**config.mk**
```make
export PLATFORM = sky130hd
export DESIGN_NAME = mru_cache_set_core
export DESIGN_NICKNAME = d
export VERILOG_FILES = /design/src/rtl/mcs_pkg.sv /design/src/rtl/mcs_ctrl.sv /design/src/rtl/mcs_dpath.sv /design/src/rtl/mru_cache_set_core.sv
export SDC_FILE = /design/constraint.sdc
export NUM_CORES = 1
export LEC_CHECK = 0
export ABC_AREA = 1
export BUFFER_PORTS_ARGS = -buffer_cell sky130_fd_sc_hd__buf_2
export CAP_MARGIN = 10
export CORE_MARGIN = 5
export CORE_UTILIZATION = 56
export DETAILED_ROUTE_END_ITERATION = 10
export PLACE_DENSITY = 0.81
export SLEW_MARGIN = 20
export SYNTH_ARGS = -nofsm -noshare
export SYNTH_HDL_FRONTEND = slang
export SYNTH_SLANG_ARGS = --single-unit
export TNS_END_PERCENT = 5
```
**constraint.sdc**
```tcl
create_clock -name clk -period 4.3 [get_ports clk]
set_input_delay 0.43 -clock clk [delete_from_list [all_inputs] [get_ports clk]]
set_output_delay 0.43 -clock clk [all_outputs]
set_load 0.01 [all_outputs]
```
**src/rtl/mcs_pkg.sv**
```systemverilog
package mcs_pkg;

	typedef enum logic [2:0] {
		OP_LOOKUP      = 3'd0,
		OP_INSERT      = 3'd1,
		OP_EVICT       = 3'd2,
		OP_SET_DIRTY   = 3'd3,
		OP_CLEAR_DIRTY = 3'd4,
		OP_CLEAR_ALL   = 3'd5
	} op_t;

	typedef enum logic [2:0] {
		RS_OK       = 3'd0,
		RS_MISS     = 3'd1,
		RS_PRESENT  = 3'd2,
		RS_FULL     = 3'd3,
		RS_NOT_FULL = 3'd4,
		RS_CLEARED  = 3'd5
	} status_t;

	typedef enum logic [1:0] {
		S_IDLE = 2'd0,
		S_CMP  = 2'd1,
		S_UPD  = 2'd2
	} state_t;

	localparam int unsigned IN_TAG_W = 20;
	localparam int unsigned CFG_W    = 4;
	localparam logic [CFG_W-1:0] CFG_RESET = 4'd8;

	typedef struct packed {
		logic [2:0]          op;
		logic [IN_TAG_W-1:0] tag;
	} req_t;

	typedef struct packed {
		logic [2:0]          status;
		logic [IN_TAG_W-1:0] evicted_tag;
		logic                evicted_dirty;
		logic                evicted_valid;
		logic [3:0]          occupancy;
		logic [31:0]         eviction_count;
	} rsp_t;

	// controller to datapath
	typedef struct packed {
		logic load;
		logic compare;
		logic update;
	} cmd_t;

endpackage

```
**src/rtl/mcs_ctrl.sv**
```systemverilog
module mcs_ctrl (
	input  logic          clk,
	input  logic          arst_n,
	input  logic          start,
	output logic          busy,
	output logic          done,
	output mcs_pkg::cmd_t cmd
);

	mcs_pkg::state_t state_q;
	mcs_pkg::state_t state_d;
	logic            done_q;

	always_comb begin
		state_d = state_q;
		case (state_q)
			mcs_pkg::S_IDLE: begin
				if (start) begin
					state_d = mcs_pkg::S_CMP;
				end
			end
			mcs_pkg::S_CMP: state_d = mcs_pkg::S_UPD;
			mcs_pkg::S_UPD: state_d = mcs_pkg::S_IDLE;
			default:        state_d = mcs_pkg::S_IDLE;
		endcase
	end

	always_comb begin
		cmd  = '0;
		busy = 1'b1;
		case (state_q)
			mcs_pkg::S_IDLE: begin
				busy     = 1'b0;
				cmd.load = start;
			end
			mcs_pkg::S_CMP:  cmd.compare = 1'b1;
			mcs_pkg::S_UPD:  cmd.update  = 1'b1;
			default:         busy = 1'b1;
		endcase
	end

	always_ff @(posedge clk or negedge arst_n) begin
		if (!arst_n) begin
			state_q <= mcs_pkg::S_IDLE;
			done_q  <= 1'b0;
		end else begin
			state_q <= state_d;
			done_q  <= cmd.update;
		end
	end

	assign done = done_q;

endmodule

```
**src/rtl/mcs_dpath.sv**
```systemverilog
module mcs_dpath #(
	parameter int WAYS     = 8,
	parameter int TAG_BITS = 20
) (
	input  logic                         clk,
	input  logic                         arst_n,
	input  mcs_pkg::cmd_t                cmd,
	input  mcs_pkg::req_t                req,
	input  logic                         cfg_we,
	input  logic [mcs_pkg::CFG_W-1:0]    cfg_wdata,
	output mcs_pkg::rsp_t                rsp
);

	localparam int CW = $clog2(WAYS + 1);

	logic [mcs_pkg::CFG_W-1:0] ways_q;
	logic [2:0]                op_q;
	logic [TAG_BITS-1:0]       key_q;
	logic [TAG_BITS-1:0]       tag_q [WAYS];
	logic [TAG_BITS-1:0]       tag_d [WAYS];
	logic [WAYS-1:0]           dirty_q;
	logic [WAYS-1:0]           dirty_d;
	logic [CW-1:0]             count_q;
	logic [CW-1:0]             count_d;
	logic [31:0]               evc_q;
	logic [31:0]               evc_d;
	logic [WAYS-1:0]           hit_d;
	logic [WAYS-1:0]           hit_s1;
	logic [WAYS-1:0]           upto;
	logic                      hit_dirty_s1;
	logic [CW-1:0]             limit;
	logic                      full;
	mcs_pkg::rsp_t             rsp_d;
	mcs_pkg::rsp_t             rsp_q;

	always_ff @(posedge clk or negedge arst_n) begin
		if (!arst_n) begin
			ways_q <= mcs_pkg::CFG_RESET;
		end else if (cfg_we) begin
			ways_q <= cfg_wdata;
		end
	end

	always_comb begin
		if (ways_q == '0) begin
			limit = CW'(1);
		end else if (32'(ways_q) > 32'(WAYS)) begin
			limit = CW'(WAYS);
		end else begin
			limit = CW'(ways_q);
		end
	end

	assign full = (count_q >= limit);

	// parallel tag match over the occupied part of the stack
	always_comb begin
		for (int i = 0; i < WAYS; i++) begin
			hit_d[i] = (count_q > CW'(i)) && (tag_q[i] == key_q);
		end
	end

	// entries at or above the hit position shift down on a lookup hit
	always_comb begin
		for (int i = 0; i < WAYS; i++) begin
			upto[i] = |(hit_s1 >> i);
		end
	end

	always_ff @(posedge clk) begin
		if (cmd.load) begin
			op_q  <= req.op;
			key_q <= TAG_BITS'(req.tag);
		end
		if (cmd.compare) begin
			hit_s1       <= hit_d;
			hit_dirty_s1 <= |(hit_d & dirty_q);
		end
	end

	always_comb begin
		tag_d   = tag_q;
		dirty_d = dirty_q;
		count_d = count_q;
		evc_d   = evc_q;
		rsp_d   = '0;
		rsp_d.status = mcs_pkg::RS_MISS;
		case (op_q)
			mcs_pkg::OP_LOOKUP: begin
				if (|hit_s1) begin
					for (int i = 1; i < WAYS; i++) begin
						if (upto[i]) begin
							tag_d[i]   = tag_q[i-1];
							dirty_d[i] = dirty_q[i-1];
						end
					end
					tag_d[0]     = key_q;
					dirty_d[0]   = hit_dirty_s1;
					rsp_d.status = mcs_pkg::RS_OK;
				end
			end
			mcs_pkg::OP_INSERT: begin
				if (|hit_s1) begin
					rsp_d.status = mcs_pkg::RS_PRESENT;
				end else if (full || count_q >= CW'(WAYS)) begin
					rsp_d.status = mcs_pkg::RS_FULL;
				end else begin
					for (int i = 1; i < WAYS; i++) begin
						tag_d[i]   = tag_q[i-1];
						dirty_d[i] = dirty_q[i-1];
					end
					tag_d[0]     = key_q;
					dirty_d[0]   = 1'b0;
					count_d      = count_q + 1'b1;
					rsp_d.status = mcs_pkg::RS_OK;
				end
			end
			mcs_pkg::OP_EVICT: begin
				if (full && count_q != '0) begin
					rsp_d.evicted_tag   = mcs_pkg::IN_TAG_W'(tag_q[0]);
					rsp_d.evicted_dirty = dirty_q[0];
					rsp_d.evicted_valid = 1'b1;
					for (int i = 0; i < WAYS - 1; i++) begin
						tag_d[i]   = tag_q[i+1];
						dirty_d[i] = dirty_q[i+1];
					end
					count_d = count_q - 1'b1;
					if (~&evc_q) begin
						evc_d = evc_q + 32'd1;
					end
					rsp_d.status = mcs_pkg::RS_OK;
				end else begin
					rsp_d.status = mcs_pkg::RS_NOT_FULL;
				end
			end
			mcs_pkg::OP_SET_DIRTY, mcs_pkg::OP_CLEAR_DIRTY: begin
				if (|hit_s1) begin
					for (int i = 0; i < WAYS; i++) begin
						if (hit_s1[i]) begin
							dirty_d[i] = (op_q == mcs_pkg::OP_SET_DIRTY);
						end
					end
					rsp_d.status = mcs_pkg::RS_OK;
				end
			end
			mcs_pkg::OP_CLEAR_ALL: begin
				// stack contents are dead once the count is zero
				count_d      = '0;
				evc_d        = '0;
				rsp_d.status = mcs_pkg::RS_CLEARED;
			end
			default: rsp_d.status = mcs_pkg::RS_MISS;
		endcase
		rsp_d.occupancy      = 4'(count_d);
		rsp_d.eviction_count = evc_d;
	end

	always_ff @(posedge clk or negedge arst_n) begin
		if (!arst_n) begin
			count_q <= '0;
			evc_q   <= '0;
		end else if (cmd.update) begin
			count_q <= count_d;
			evc_q   <= evc_d;
		end
	end

	always_ff @(posedge clk) begin
		if (cmd.update) begin
			tag_q   <= tag_d;
			dirty_q <= dirty_d;
			rsp_q   <= rsp_d;
		end
	end

	assign rsp = rsp_q;

endmodule

```
**src/rtl/mru_cache_set_core.sv**
```systemverilog
// One fully associative cache set with most-recently-used replacement. Drive
// an op word on req with start high; it is taken on the edge where busy is
// low. Every op passes through three steps (latch, parallel tag compare, stack
// update) and its one result word shows on rsp for exactly one cycle with done
// high, the cycle after the update; a new op may be started in that same cycle,
// so ops are paced by the controller's three states.
// The receiver cannot stall, so capture rsp whenever done is high. Write the
// ways limit through cfg_we/cfg_wdata only while no op is in flight.
module mru_cache_set_core #(
	parameter int WAYS     = 8,
	parameter int TAG_BITS = 20
) (
	input  logic                      clk,
	input  logic                      arst_n,
	input  logic                      start,
	output logic                      busy,
	input  mcs_pkg::req_t             req,
	output logic                      done,
	output mcs_pkg::rsp_t             rsp,
	input  logic                      cfg_we,
	input  logic [mcs_pkg::CFG_W-1:0] cfg_wdata
);

	mcs_pkg::cmd_t cmd;

	mcs_ctrl u_ctrl (
		.clk    (clk),
		.arst_n (arst_n),
		.start  (start),
		.busy   (busy),
		.done   (done),
		.cmd    (cmd)
	);

	mcs_dpath #(
		.WAYS     (WAYS),
		.TAG_BITS (TAG_BITS)
	) u_dpath (
		.clk       (clk),
		.arst_n    (arst_n),
		.cmd       (cmd),
		.req       (req),
		.cfg_we    (cfg_we),
		.cfg_wdata (cfg_wdata),
		.rsp       (rsp)
	);

`ifndef ASSERT_OFF
	a_done_idle: assert property (@(posedge clk) disable iff (!arst_n)
		done |-> !busy)
		else $error("result strobe while busy");

	a_start_busy: assert property (@(posedge clk) disable iff (!arst_n)
		(start && !busy) |=> (busy && !done))
		else $error("accepted word did not enter the controller");

	a_done_spacing: assert property (@(posedge clk) disable iff (!arst_n)
		done |=> !done)
		else $error("two results in consecutive cycles");

	a_evict_ok: assert property (@(posedge clk) disable iff (!arst_n)
		(done && rsp.evicted_valid) |-> (rsp.status == mcs_pkg::RS_OK))
		else $error("evicted line without ok status");

	a_occ_range: assert property (@(posedge clk) disable iff (!arst_n)
		done |-> (32'(rsp.occupancy) <= 32'(WAYS)))
		else $error("occupancy above way count");

	a_clear: assert property (@(posedge clk) disable iff (!arst_n)
		(done && rsp.status == mcs_pkg::RS_CLEARED)
		|-> (rsp.occupancy == '0 && rsp.eviction_count == '0))
		else $error("clear left state behind");
`endif

endmodule

```
==> impl_metrics.toml, run 1 <==
[global_routing]
track_usage_pct = 26.7
grt_pass1_wl_mm = 69.1
overflow = 0
antenna_found_initial = 0
grt_pass1_vias = 12500
grt_max_degree = 125

[final_layout]
area_growth_pct = 11.0
drive_gt1_share_pct = 11.9
final_util_pct = 62.7
final_nets = 1924
n_antenna_cell = 0

[drt]
drt_iter0_drc = 1755
drtPass1Iterations = 6
wire_per_inst_microns = 19.2
wl_mm = 44.0
num_vias = 13200
drc = 0
via_per_inst = 5.76
ant_nets = 0

[sta]
final_hold_viol_count = 0
slew_viol_final = 0
fmax_ghz = 0.303
tightest_slew_ns = 0.940
relSlewSlack_pct = 37.1
fin_crit_ns = 3.30
setup_violations = 0
fin_skew_ns = 0.0278
rsz0062_at_grt = "false"
fin_setup_tns_ns = 0
fin_crit_sh_pct = 76.9

[pwr]
power.leakage_nw = 7.54
ir_drop_mv = 0.341
powerDensity_nw_per_um2 = 417

[floorplanning]
start_util_pct = 56.4
die-area_sq_um = 32300
rows = 62
io_pins = 94
die_h_microns = 180
die_w_microns = 180
core_sq_um = 28500

[setup_path]
reg2reg_setup_slack_ns = 1.0
cp_max_fo = 22
cp.required_ns = 4.50
startpoint_type = "flop"
critPathArrivalTime_ns = 3.50
crit_type = "flop to flop"
worstSetupEndpointType = "flop"

[cts]
cts_sinks = 304
max-clock-path-buffers = 3
cts_tree = "done"
numCtsBuffers = 35
clkLatencyLatePin_ns = 0.53
htreeDepth = 2
clockRootBuffer = "clkbuf_16"
path_clk_slew_ns = 0.06

[logic_synthesis]
syn_inst = 1815
yosysWarnings = 0
synth.distinct_cells = 41
synth_nets = 1854
ys_seq_area_share_pct = 55.3
ys_seq_elements = 304
synth_area_per_cell_sq_um = 8.88
netlist_area_sq_um = 16100

[placed_design]
place_congestion = 0.976
portBuffers = 93
hpwl_mm = 32.0

[run_status]
status = "completed"

[flow_run]
max_cap_violations = 0

[worst_hold_path]
hold_path.class = "input port to flop"
-- routing by layer --
layer	global-route usage, %	up-vias	routed length (microns)
li1	-	6150	-
met1	39.9	6171	18700
met2	39.7	792	18800
met3	5.17	92	5130
met4	8.41	0	1330
met5	0	-	0
-- cells in the mapped netlist, drive strengths merged --
master	n	area (sq um)
or2	3	18.8
o211ai	16	160
dfrtp	42	1050
xor2	31	272
o22ai	50	313
xnor2	53	464
and3	8	50.1
o221ai	3	26.3
nand4	32	200
nand3b	1	7.51
nor3	13	70.1
ha	8	100
clkbuf	34	128
dfstp	1	26.3
and2	8	50.1
inv	190	713
nor2	177	718
buf	42	236
a21oi	15	75.1
o21ai	154	775
a22oi	2	15.0
nand2	581	2220
nand3	89	578
o21bai	1	7.51
edfxtp	261	7840
-- worst max-delay path: stages, from the launching register on --
cell,delay (ns)
dfrtp_1,0.38
inv_1,0.07
nand2_1,0.06
o21ai_0,0.14
nand2_1,0.07
ha_1,0.29
inv_1,0.04
o21bai_1,0.11
nand2_1,0.07
nand3_2,0.14
nand2_2,0.28
inv_2,0.13
nor2_1,0.07
nor3_2,0.17
buf_4,0.34
inv_1,0.19
nor2_1,0.16
buf_4,0.28
-- cell type report --
class	instances	area, sq um
clock buffer	43	916
clock inverter	16	111
fill	2389	10700
inverter	190	716
multi-input combinational	1245	6150
sequential	304	8910
tap	384	480
timing repair buffer	109	603
-- report_power, final --
part | switching [W] | total [W] | internal (W)
Sequential | 0.000213 | 0.00365 | 0.00344
Clock | 0.00115 | 0.00272 | 0.00157
Combinational | 0.000734 | 0.00108 | 0.000345
Total | 0.00210 | 0.00746 | 0.00536
-- cells in the final DEF, fill, tap and decap left out, types with 24 or more instances in the layout --
cell	n
nor2_1	165
edfxtp_1	261
xnor2_1	53
nand2_1	568
xor2_1	31
nand4_1	32
buf_2	92
o21ai_0	147
nand3_1	63
clkbuf_16	35
dfrtp_1	42
nand3_2	24
o22ai_1	50
inv_1	184
-- cells by family after synthesis --
group                      share of synthesized area, %
xor gates and xnor gates                           4.57
buffers and inverters                              6.69
DFF                                                55.3
AOI/OAI and AO/OA                                  8.51
and+or+nand+nor                                    24.3
adders and majority gates                         0.621
-- through the flow --
| stage | hold slack [ns] | power, W | std cells | worst slack [ns] | cell area, sq um |
|---|---|---|---|---|---|
| finish | 0.0709 | 0.00746 | 2291 | 0.995 | 17900 |
| global route | 0.0673 | 0.00775 | 2291 | 0.700 | 17900 |
| CTS | 0.0632 | 0.00746 | 2290 | 1.00 | 17900 |
| detailed placement | 0.449 | 0.00476 | 2231 | 1.05 | 16800 |
| global placement | 0.437 | 0.00473 | 2231 | 1.09 | 16800 |
| floorplan | 0.134 | 0.00440 | 1815 | 0.269 | 16100 |
-- what timing repair did --
item                                   CTS  global route
hold buffers                             0             1
gates resized for setup                  0             0
endpoints found under the hold margin    0            26
setup buffers                            0             0
-- sequential cells by signal (all words and copies together) (netlist names) --
| signal | count |
|---|---|
| u_dpath.evc_q | 32 |
| u_dpath.ways_q | 4 |
| u_dpath.tag_q | 160 |
| u_dpath.dirty_q | 8 |
| u_dpath.hit_dirty_s1 | 1 |
| u_dpath.count_q | 4 |
| u_dpath.op_q | 3 |
| u_dpath.rsp | 61 |
| u_ctrl.done | 1 |
| u_ctrl.state_q | 2 |
| u_dpath.key_q | 20 |
| u_dpath.hit_s1 | 8 |
-- path summary, 6_finish.rpt --
check,startpoint,endpoint,cells past startpoint
setup / recovery,u_dpath.ways_q[1]$_DFFE_PN0P_,u_dpath.tag_q[86]$_DFFE_PP_,17
hold / removal,req[2],u_dpath.key_q[2]$_DFFE_PP_,1
setup reg to reg,u_dpath.ways_q[1]$_DFFE_PN0P_,u_dpath.tag_q[86]$_DFFE_PP_,17
hold reg to reg,u_ctrl.state_q[1]$_DFFE_PN0P_,u_ctrl.state_q[1]$_DFFE_PN0P_,1
max in group asynchronous,arst_n,u_ctrl.state_q[1]$_DFFE_PN0P_,2
min in group asynchronous,arst_n,u_dpath.evc_q[11]$_DFFE_PN0P_,2
No activity file was read; power rests on OpenSTA's default activity.
==> run 2: changes to the inputs <==
- ABC_AREA: 1 -> 0
- CORE_UTILIZATION: 56 -> 61
- PLACE_DENSITY: 0.81 -> 0.84
- clock period: 4.3 -> 3.1 ns (I/O delays scaled with it)
==> run 2 against run 1 <==
  * Via count shrank 7.8%
  * Final cell count shrank 13%
  * Core utilization grew 8.1 points
  * Global-route usage grew 0.78 points
  * Non-clock buffer count grew 55
  * Worst setup slack lost 0.85 ns
  * Largest power group unchanged
  * Highest routed layer unchanged
==> impl_metrics.toml, run 2 <==
[sta]
fin_crit_ns = 2.96
rsz0062_at_grt = "true"
fin_setup_tns_ns = 0
setup_violations = 0
fin_ws_ns = 0.144
tightest_slew_ns = 0.967
fin_crit_sh_pct = 95.4
fin_skew_ns = 0.0128
fmax_ghz = 0.338
relSlewSlack_pct = 35.0
final_hold_viol_count = 0
slew_viol_final = 0

[worst_hold_path]
hold_path.class = "input port to flop"
hp-start = "cfg_wdata[2]"
min_to = "u_dpath.ways_q[2]$_DFFE_PN0P_"
min_path_cells = 2

[setup_path]
reg2regPathDepth = 10
cp.required_ns = 3.56
crit_type = "flop to flop"
worstSetupEndpointType = "flop"
cp_max_fo = 49
reg2reg_setup_slack_ns = 0.14
r2r-end = "u_dpath.evc_q[28]$_DFFE_PN0P_"
critPathArrivalTime_ns = 3.41
r2r_start = "u_dpath.ways_q[3]$_DFFE_PN1P_"
startpoint_type = "flop"

[cts]
numCtsBuffers = 31
clkLatencyLatePin_ns = 0.55
cts_setup_buffers = 0
htreeDepth = 1
max-clock-path-buffers = 3
cts_tree = "done"
path_clk_slew_ns = 0.06
cts_sinks = 304
clockRootBuffer = "clkbuf_16"

[placed_design]
place_congestion = 0.924
portBuffers = 93
hpwl_mm = 27.4
dp_slack_ns = 0.0497
place_area_sq_um = 16400

[logic_synthesis]
synth.top_cells.by_count = "nand2_1, edfxtp_1, xor2_1, clkbuf_1, o21ai_0"
synth_flop_cell = "edfxtp_1"
synth_xor_area_share_pct = 9.09
synth_edf_count = 261
synth_mux_area_share_pct = 0.552
synth-async-reset-ratio_pct = 14.1
synthTopCellsByArea = "edfxtp_1, nand2_1, xor2_1, dfrtp_1, xnor2_1"
yosysTopAreaCell = "edfxtp_1"
yosys.area.top_type_share_pct = 50.8
synth_fa_ha_area_share_pct = 0.649
synth_nets = 1565
yosysWarnings = 0
syn_inst = 1526
synth.distinct_cells = 65
synth_area_per_cell_sq_um = 10.1
synth-simple-area-share_pct = 22.1
ys_seq_elements = 304
synth_top_family_by_area = "simple AND/OR/NAND/NOR gates"
netlist_area_sq_um = 15400
synth_most_common_cell = "nand2_1"
ys_seq_area_share_pct = 57.8
synth-compound-area-share_pct = 6.82

[floorplanning]
die_w_microns = 169
die_h_microns = 169
die-area_sq_um = 28500
io_pins = 94
rows = 58
core_sq_um = 25000
start_util_pct = 61.6

[drt]
wire_per_inst_microns = 20.0
via_per_inst = 6.14
drtPass1Iterations = 5
drt_iter0_drc = 1626
ant_nets = 0
num_vias = 12200
drc = 0
wl_mm = 39.6

[final_layout]
area_growth_pct = 14.9
largest_register_ffs = 160
n_antenna_cell = 0
final_area_sq_um = 17700
final_nets = 1668
drive_gt1_share_pct = 13.1
mostFrequentLayoutCell = "nand2_1"
largest_register = "u_dpath.tag_q"
final_util_pct = 70.7
layout_common_cells = "nand2_1, edfxtp_1, xor2_1, buf_2, o21ai_0"

[pwr]
ir_drop_mv = 0.542
total_power_w = 0.00950
powerDensity_nw_per_um2 = 537
power.leakage_nw = 6.97

[global_routing]
grt_max_degree = 141
grt_pass1_wl_mm = 63.2
track_usage_pct = 27.5
overflow = 0
antenna_found_initial = 0
grt_pass1_vias = 11900

[flow_run]
max_cap_violations = 0

[run_status]
status = "completed"
## run 2: changes by cell type after synthesis, sizes merged, moves of 17 or more
cell / change
inv: -169
nor2: -117
nand2: -106
xor2: +90
o21ai: -84
nand3: -48
clkbuf: +43
o22ai: -42
nor4: +39
buf: -25
a21oi: +22
or3: +17
## run 2: worst max-delay path by stage
stage / start / endpoint / slack, ns
2_1_floorplan: u_dpath.ways_q[3]$_DFFE_PN1P_ / u_dpath.tag_q[20]$_DFFE_PP_ / -0.50
3_3_place_gp: u_dpath.ways_q[3]$_DFFE_PN1P_ / u_dpath.tag_q[136]$_DFFE_PP_ / 0.11
3_5_place_dp: u_dpath.ways_q[3]$_DFFE_PN1P_ / u_dpath.tag_q[136]$_DFFE_PP_ / 0.05
4_1_cts: u_dpath.ways_q[3]$_DFFE_PN1P_ / u_dpath.tag_q[123]$_DFFE_PP_ / 0.01
5_1_grt: u_dpath.ways_q[1]$_DFFE_PN0P_ / u_dpath.evc_q[28]$_DFFE_PN0P_ / -0.11
6_report: u_dpath.ways_q[3]$_DFFE_PN1P_ / u_dpath.evc_q[28]$_DFFE_PN0P_ / 0.14
## run 2: through the flow
step	hold slack, ns	instances
2_1_floorplan	0.0144	1526
4_1_cts	0.00469	1983
6_report	0.0144	1983
3_5_place_dp	0.485	1898
3_3_place_gp	0.477	1898
5_1_grt	0.0157	1983
## run 2: cell families after synthesis
logic type      count (synthesis)
simple gates                  756
flops                         304
compound gates                174
xor+xnor                      160
buf+inv                       116
mux                             8
fa+ha+maj                       8
## run 2: final cells by class
| class | count | area (sq um) |
|---|---|---|
| sequential | 304 | 8910 |
| fill | 1755 | 7330 |
| multi-input combinational | 1106 | 6080 |
| timing repair buffer | 164 | 1190 |
| clock buffer | 44 | 885 |
| tap | 330 | 413 |
| clock inverter | 13 | 141 |
| inverter | 22 | 82.6 |
## run 2: metal layers
layer  part of all wire, %  wire, microns  vias up  GRT usage [%]
met4                   3.2           1270        0           8.47
met3                   8.6           3400      114           4.04
met1                    39          15300     5846           36.4
met2                    50          19700      673           47.2
li1                      -              -     5542              -
met5                     0              0        -              0
## run 2: power by group
group | switching (W) | internal (W)
registers | 0.000189 | 0.00466
logic | 0.000567 | 0.000332
clock network | 0.00153 | 0.00222
total | 0.00229 | 0.00721
## run 2: worst max-delay path, cell delays in order, from the launching register on
cell and delay (ns):
dfstp_2 0.53, nor2_1 0.05, ha_1 0.27, nor2b_1 0.05
o21ai_0 0.41, nand3_1 0.30, inv_1 0.19, buf_6 0.34
nand4_1 0.24, or3_1 0.40, o21ai_0 0.09
## run 2: what timing repair did
| action | CTS | global route |
|---|---|---|
| hold endpoints to repair | 68 | 0 |
| hold buffers | 28 | 0 |
| setup endpoints to repair | 0 | 144 |
| resized for setup | 0 | 8 |
==> run 3: changes to the inputs <==
- CELL_PAD_IN_SITES_DETAIL_PLACEMENT: not set -> 0
- CELL_PAD_IN_SITES_GLOBAL_PLACEMENT: not set -> 1
- CORE_ASPECT_RATIO: not set -> 1.2
- CORE_UTILIZATION: 61 -> 48
==> run 3 against run 2 <==
  * Global-route usage fell by 4.7 points
  * Register-to-register slack barely moved
  * Worst setup slack got worse by 0.00074 ns
  * Highest routed layer unchanged
==> impl_metrics.toml, run 3 (synthesis gave the netlist of run 2 again) <==
[run_status]
status = "completed"

[setup_path]
startpoint = "u_dpath.ways_q[3]$_DFFE_PN1P_"
crit_buf_inv = 2
path_cells = "inv_1 -> nand2_1 -> ha_1 -> o21ai_0 -> nand2b_1 -> a2111oi_1 -> o41ai_1 -> or3_4 -> nor2_1 -> buf_12"
cp_max_fo = 20
crit_family = "simple AND/OR/NAND/NOR gates"
critPathMaxStageDelay_ns = 0.53
worstSetupEndpointType = "flop"
critPathArrivalTime_ns = 3.23
crit_type = "flop to flop"
reg2regPathDepth = 10
critical_path_depth = 10
startpoint_type = "flop"
r2r-end = "u_dpath.tag_q[110]$_DFFE_PP_"
r2r_start = "u_dpath.ways_q[3]$_DFFE_PN1P_"
endpoint = "u_dpath.tag_q[110]$_DFFE_PP_"
slowest_stage = "dfstp_2"
cp.required_ns = 3.38
reg2reg_setup_slack_ns = 0.14

[pwr]
clkPwrFrac_pct = 40.2
combPwrFrac_pct = 9.7
ir_drop_mv = 0.467
cellInternalPower_w = 0.00730
total_power_w = 0.00965
netSwitchingFraction_pct = 24.4
switchingPower_w = 0.00235
seq_power_share_pct = 50.1
power.leakage_nw = 7.05
powerDensity_nw_per_um2 = 538

[drt]
num_vias = 11800
drc = 0
drtPass1Iterations = 5
wl_mm = 41.6
ant_nets = 0
wire_per_inst_microns = 20.1
drt_iter0_drc = 1022
via_per_inst = 5.69

[final_layout]
n_antenna_cell = 0
largest_register_ffs = 160
layout_common_cells = "nand2_1, edfxtp_1, xor2_1, buf_2, o21ai_0"
largest_register = "u_dpath.tag_q"
final_nets = 1683
fillers = 2753
mostFrequentLayoutCell = "nand2_1"
final_util_pct = 56.0
area_growth_pct = 16.3
drive_gt1_share_pct = 13.6

[sta]
relSlewSlack_pct = 34.0
fmax_ghz = 0.338
fin_ws_ns = 0.143
fin_crit_sh_pct = 95.4
fin_setup_tns_ns = 0
fin_crit_ns = 2.96
rsz0062_at_grt = "true"
fin_skew_ns = 0.0140
slew_viol_final = 0
tightest_slew_ns = 0.980
setup_violations = 0
final_hold_viol_count = 0

[floorplanning]
die-area_sq_um = 35800
rows = 72
io_pins = 94
start_util_pct = 48.2
core_sq_um = 32000
die_w_microns = 174
die_h_microns = 206

[cts]
cts_setup_buffers = 0
path_clk_slew_ns = 0.06
clkLatencyLatePin_ns = 0.57
cts_tree = "done"
numCtsBuffers = 31
cts_sinks = 304
max-clock-path-buffers = 3
htreeDepth = 1
clockRootBuffer = "clkbuf_16"

[global_routing]
grt_pass1_wl_mm = 64.6
track_usage_pct = 22.7
antenna_found_initial = 0
grt_pass1_vias = 11800
grt_max_degree = 141
overflow = 0

[placed_design]
dp_slack_ns = 0.00462
portBuffers = 93
place_congestion = 0.905
hpwl_mm = 29.2

[worst_hold_path]
hold_path.class = "input port to asynchronous set/reset pin"

[flow_run]
max_cap_violations = 0
-- run 3: area by class of cell --
type	instances	area, sq um	area share (%)
Clock inverter	12	131	0.733
Clock buffer	44	918	5.12
Tap cell	407	509	2.84
Sequential cell	304	8910	49.7
Timing Repair Buffer	179	1290	7.18
Multi-Input combinational cell	1106	6080	33.9
Inverter	22	82.6	0.461
-- run 3: stage by stage --
| step | hold WS, ns | std cells | area (sq um) |
|---|---|---|---|
| 2_1_floorplan | 0.0144 | 1526 | 15400 |
| 3_3_place_gp | 0.384 | 1988 | 16600 |
| 3_5_place_dp | 0.382 | 1988 | 16600 |
| 4_1_cts | 0.314 | 2074 | 17900 |
| 5_1_grt | 0.382 | 2074 | 17900 |
| 6_report | 0.315 | 2074 | 17900 |
-- run 3: layer usage --
| metal | vias to the layer above | global-route usage [%] | routed length, microns |
|---|---|---|---|
| li1 | 5577 | - | - |
| met1 | 5717 | 27.7 | 16400 |
| met3 | 104 | 3.26 | 2250 |
| met2 | 407 | 41.0 | 21400 |
| met4 | 0 | 8.88 | 1610 |
| met5 | - | 0 | 0 |
-- run 3: worst min-delay path by stage --
stage,from,to,slack (ns),cells after the start
after floorplan,arst_n,u_ctrl.done$_DFF_PN0_,0.01,0
after global placement,arst_n,u_ctrl.state_q[0]$_DFFE_PN0P_,0.38,1
after detailed placement,arst_n,u_ctrl.state_q[1]$_DFFE_PN0P_,0.38,1
after CTS,arst_n,u_ctrl.state_q[1]$_DFFE_PN0P_,0.31,2
after global routing,arst_n,u_ctrl.state_q[1]$_DFFE_PN0P_,0.38,2
final,arst_n,u_ctrl.state_q[1]$_DFFE_PN0P_,0.31,2
-- run 3: power by group through the flow --
stage               Sequential (W)  Clock, W  Combinational, W
finish                     0.00484   0.00388          0.000932
global placement           0.00492         0          0.000879
global route               0.00485   0.00410           0.00103
floorplan                  0.00484         0          0.000588
detailed placement         0.00492         0          0.000894
CTS                        0.00484   0.00395          0.000931
-- run 3: what timing repair did --
item | 4_1_cts | 5_1_grt
hold endpoints to repair | 54 | 0
endpoints found under the setup margin | 35 | 140
gates resized for setup | 1 | 5
hold buffers | 30 | 0
